<file path="config.mk">
export PLATFORM = sky130hd
export DESIGN_NAME = frt_bitmap_ram
export DESIGN_NICKNAME = d
export VERILOG_FILES = /design/src/rtl/core/frt_pkg.sv /design/src/rtl/core/frt_bitmap_ram.sv
export SDC_FILE = /design/constraint.sdc
export NUM_CORES = 1
export LEC_CHECK = 0
export BUFFER_PORTS_ARGS = -buffer_cell sky130_fd_sc_hd__buf_2
export CAP_MARGIN = 5
export CORE_ASPECT_RATIO = 0.7
export CORE_MARGIN = 4
export CORE_UTILIZATION = 42
export CTS_BUF_LIST = sky130_fd_sc_hd__clkbuf_4 sky130_fd_sc_hd__clkbuf_8
export DETAILED_ROUTE_END_ITERATION = 7
export HOLD_SLACK_MARGIN = 0.12
export PLACE_DENSITY_LB_ADDON = 0.08
export SYNTH_ARGS = -nofsm -noshare
export SYNTH_HDL_FRONTEND = slang
export SYNTH_SLANG_ARGS = --single-unit
</file>
<file path="constraint.sdc">
create_clock -name clk -period 92.2 [get_ports clk]
set_input_delay 13.83 -clock clk [delete_from_list [all_inputs] [get_ports clk]]
set_output_delay 13.83 -clock clk [all_outputs]
set_load 0.005 [all_outputs]
</file>
<file path="src/rtl/core/frt_pkg.sv">
// shared constants, types and helpers of the fragment reassembly tracker
`timescale 1ns / 1ps
`default_nettype none
package frt_pkg;
  localparam int SLOTS = 5;
  localparam int MAX_FRAG = 256;
  localparam int KEY_BITS = 64;
  localparam int SLOT_W = (SLOTS > 1) ? $clog2(SLOTS) : 1;
  localparam int BIT_W = $clog2(MAX_FRAG);
  localparam int CNT_W = $clog2(MAX_FRAG + 1);
  localparam logic [15:0] FULL_RESET = 16'd1024;

  typedef logic [MAX_FRAG-1:0] bitmap_t;
  typedef logic [SLOT_W-1:0] slot_idx_t;

  typedef enum logic [2:0] {
    ST_STORED   = 3'd0,
    ST_COMPLETE = 3'd1,
    ST_MISMATCH = 3'd2,
    ST_BAD_SIZE = 3'd3,
    ST_DUP      = 3'd4,
    ST_NO_ALLOC = 3'd5
  } status_t;

  typedef struct packed {
    logic      en;
    slot_idx_t row;
    bitmap_t   data;
  } bm_wr_t;

  function automatic logic [23:0] sat24(input logic [32:0] v);
    sat24 = (v > 33'h0FF_FFFF) ? 24'hFF_FFFF : v[23:0];
  endfunction
endpackage
`default_nettype wire

</file>
<file path="src/rtl/core/frt_bitmap_ram.sv">
// received-fragment bitmap memory, one row per physical slot
`timescale 1ns / 1ps
`default_nettype none
module frt_bitmap_ram (
  input  wire logic              clk,
  input  wire logic              rd_en,
  input  wire frt_pkg::slot_idx_t rd_row,
  input  wire frt_pkg::bm_wr_t   wr,
  output frt_pkg::bitmap_t       rd_data
);
  frt_pkg::bitmap_t mem [frt_pkg::SLOTS];
  frt_pkg::bitmap_t rd_data_r;

  always_ff @(posedge clk) begin
    if (wr.en) begin
      mem[wr.row] <= wr.data;
    end
    if (rd_en) begin
      rd_data_r <= mem[rd_row];
    end
  end

  assign rd_data = rd_data_r;
endmodule
`default_nettype wire

</file>
==> flow_summary.toml <==
[sta]
tns_ps = 0
finalSetupViolations = 0
fin_worst_skew_ps = 43.5
slew_headroom = 0.132
final_max_slew_viol_count = 0
tightest_slew_ps = 1300
hold_viol = 0
period_needed_ps = 16930
fin_crit_sh = 0.184
rsz0062_at_grt = "no"
max_freq_mhz = 59.1

[global_routing]
grt_max_degree = 196
grt.busiest_layer = "met2"
grt_pass1_vias = 30422
use_met1 = 0.217
grt_use_met3 = 0.0516
grt_antenna_before_repair = 60
grtUsageMet2 = 0.328
grtUsageTotal = 0.185
grt_pass1_wl_um = 198000
grt-ovfl-total = 0

[finish]
fillers = 11370
final_cells = 5664
area_growth_pct = 15.1
nets = 3881
layout-drive-gt1-share = 0.287

[synth]
ys_types = 22
syn_inst = 2994
synth_commonest_cells = "1536 x edfxtp_1, 256 x inv_1, 256 x mux2i_1, 255 x a211oi_1, 198 x nor2b_1"
syn_area_mm2 = 0.0577
syn_avg_cell_area_um2 = 19.3
syn_nets = 3259
synth_top_area_share = 0.799
yosysSeqAreaShare = 0.799
synth_warnings = 0
synth_top_cell_by_area = "edfxtp_1"
netlist_top_cells_area = "edfxtp_1 80%, a221oi_2 4.5%, mux2i_1 4.4%, a211oi_1 3.3%, nor2b_1 2.1%"
ys.flop_type = "edfxtp_1"
yosysMostFrequentCell = "edfxtp_1"
synth_edf_count = 1536
synth-seq-cells = 1536
async_flop_share = 0

[detailed_routing]
antenna_left = 0
dr.first_iter.drc_count = 1325
drcViolationCount = 0
routed_wl_um = 135000
vias = 29003
vias_per_cell = 5.12
dr.pass1.iters = 5
wl_per_cell_um = 23.8

[worst_hold_path]
holdPathStages = 2
min_path_type = "reg -> reg"
holdPathEnd = "rd_data[199]"
hp-start = "mem[4][199]"

[clock_network]
cts-buffers-inserted = 228
cts_sinks = 1536
clockBufferDepth = 3
path_clk_slew_ps = 60
hold_buffers = 0
post-cts-setup-buffer-count = 0
cts_tree = "built"
post_cts_resized = 0
h-tree-depth = 4
cts_root_buffer = "clkbuf_8"
worstSkewPairLatency_ps = 950

[critical_path]
ff2ff_path_depth = 3
worstReg2RegStart = "mem[2][165]"
worstReg2RegEnd = "rd_data[165]"
worstSetupStartpointType = "primary input"
cp_max_fo = 195
rrSetupSlack_ps = 91010
cp.arrival_ps = 17550
end_kind = "flip-flop"
cp_data_required_time_ps = 92820
critical_path_class = "in -> reg"

[pwr]
leakagePower_nw = 23.2
combPwrFrac = 0.054
p_int_mw = 1.10
power.clock.fraction = 0.373
switchingPower_mw = 0.309
vdd_drop_max_mv = 0.0130
p_seq_frac = 0.573
switching_share = 0.219
powerDensity_mw_per_mm2 = 21.2

[placed_design]
dp_cells = 5226
place_hpwl_um = 72800
globalplace.congestion = 0.712
port_buffers = 520

[die]
coreArea_mm2 = 0.136
die_area_mm2 = 0.144
start_util = 0.424
chipWidth_um = 451
chipHeight_um = 318
pin_count = 521
rows = 113

[job]
drv_cap = 0

[status]
status = "completed"
==> worst max-delay path by stage <==
stage / startpoint / end / slack [ps]
after global routing: rd_row[0] / rd_data[105] / 74980
after CTS: rd_row[0] / rd_data[108] / 75260
final: rd_row[0] / rd_data[108] / 75270
after detailed placement: rd_row[0] / rd_data[103] / 74210
after global placement: rd_row[0] / rd_data[103] / 74340
after floorplan: wr[258] / mem[0][0] / 50330
==> area by class of cell <==
| class | count | area [um^2] | share of cell area |
|---|---|---|---|
| flip-flops and latches | 1536 | 46100 | 0.694 |
| multi-input cells | 1032 | 9610 | 0.145 |
| clock buffers | 316 | 3830 | 0.0577 |
| repair buffers | 562 | 3050 | 0.0459 |
| well taps | 1840 | 2300 | 0.0347 |
| inverters | 256 | 961 | 0.0145 |
| clock inverters | 96 | 492 | 0.00740 |
| diodes | 26 | 65.1 | 0.000979 |
==> critical path, cell delays in order <==
cell      delay (ps)
buf_8            560
buf_12           620
buf_12           620
buf_4            870
and2b_1          270
a211oi_1         240
a221oi_2          60
==> power by group through the flow <==
stage | logic, mW | clock network, mW | registers, mW
final | 0.0766 | 0.524 | 0.806
after global routing | 0.0840 | 0.579 | 0.808
after CTS | 0.0788 | 0.544 | 0.807
after detailed placement | 0.0787 | 0 | 0.821
after global placement | 0.0761 | 0 | 0.820
after floorplan | 0.0404 | 0 | 0.828
==> metrics by stage <==
stage / util / hold slack, ps / instance area [um^2] / setup WS, ps / total power [mW]
global placement: 0.456 / 629 / 62000 / 74340 / 0.896
detailed placement: 0.456 / 638 / 62000 / 74210 / 0.900
global route: 0.488 / 657 / 66400 / 74980 / 1.47
CTS: 0.488 / 630 / 66400 / 75260 / 1.43
finish: 0.488 / 615 / 66400 / 75270 / 1.41
floorplan: - / 621 / 57700 / 50330 / 0.868
==> routing by layer <==
metal | vias up | wire length, um
li1 | 13199 | -
met1 | 14818 | 53000
met2 | 670 | 70200
met3 | 298 | 7380
met4 | 18 | 3970
met5 | - | 110
==> flip-flops by register name (all words and copies together) (netlist names) <==
name     flops
rd_data    256
mem       1280
==> cells by family (layout without fill, tap and decap cells) <==
logic type	count (synthesis)	after routing	synth area share
flops	1536	1536	0.799
simple gates	264	264	0.0301
other cells	0	26	0
mux	256	256	0.0444
buf+inv	426	1230	0.0353
compound gates	512	512	0.0911
==> layout by cell type (no fill, tap or decap), types with 82 or more instances in the layout <==
master    count
clkbuf_8    233
mux2i_1     256
clkbuf_4     83
a211oi_1    255
a221oi_1     82
inv_1       256
nor2b_1     198
edfxtp_1   1536
buf_2       517
a221oi_2    174
No activity file was read; power rests on OpenSTA's default activity.
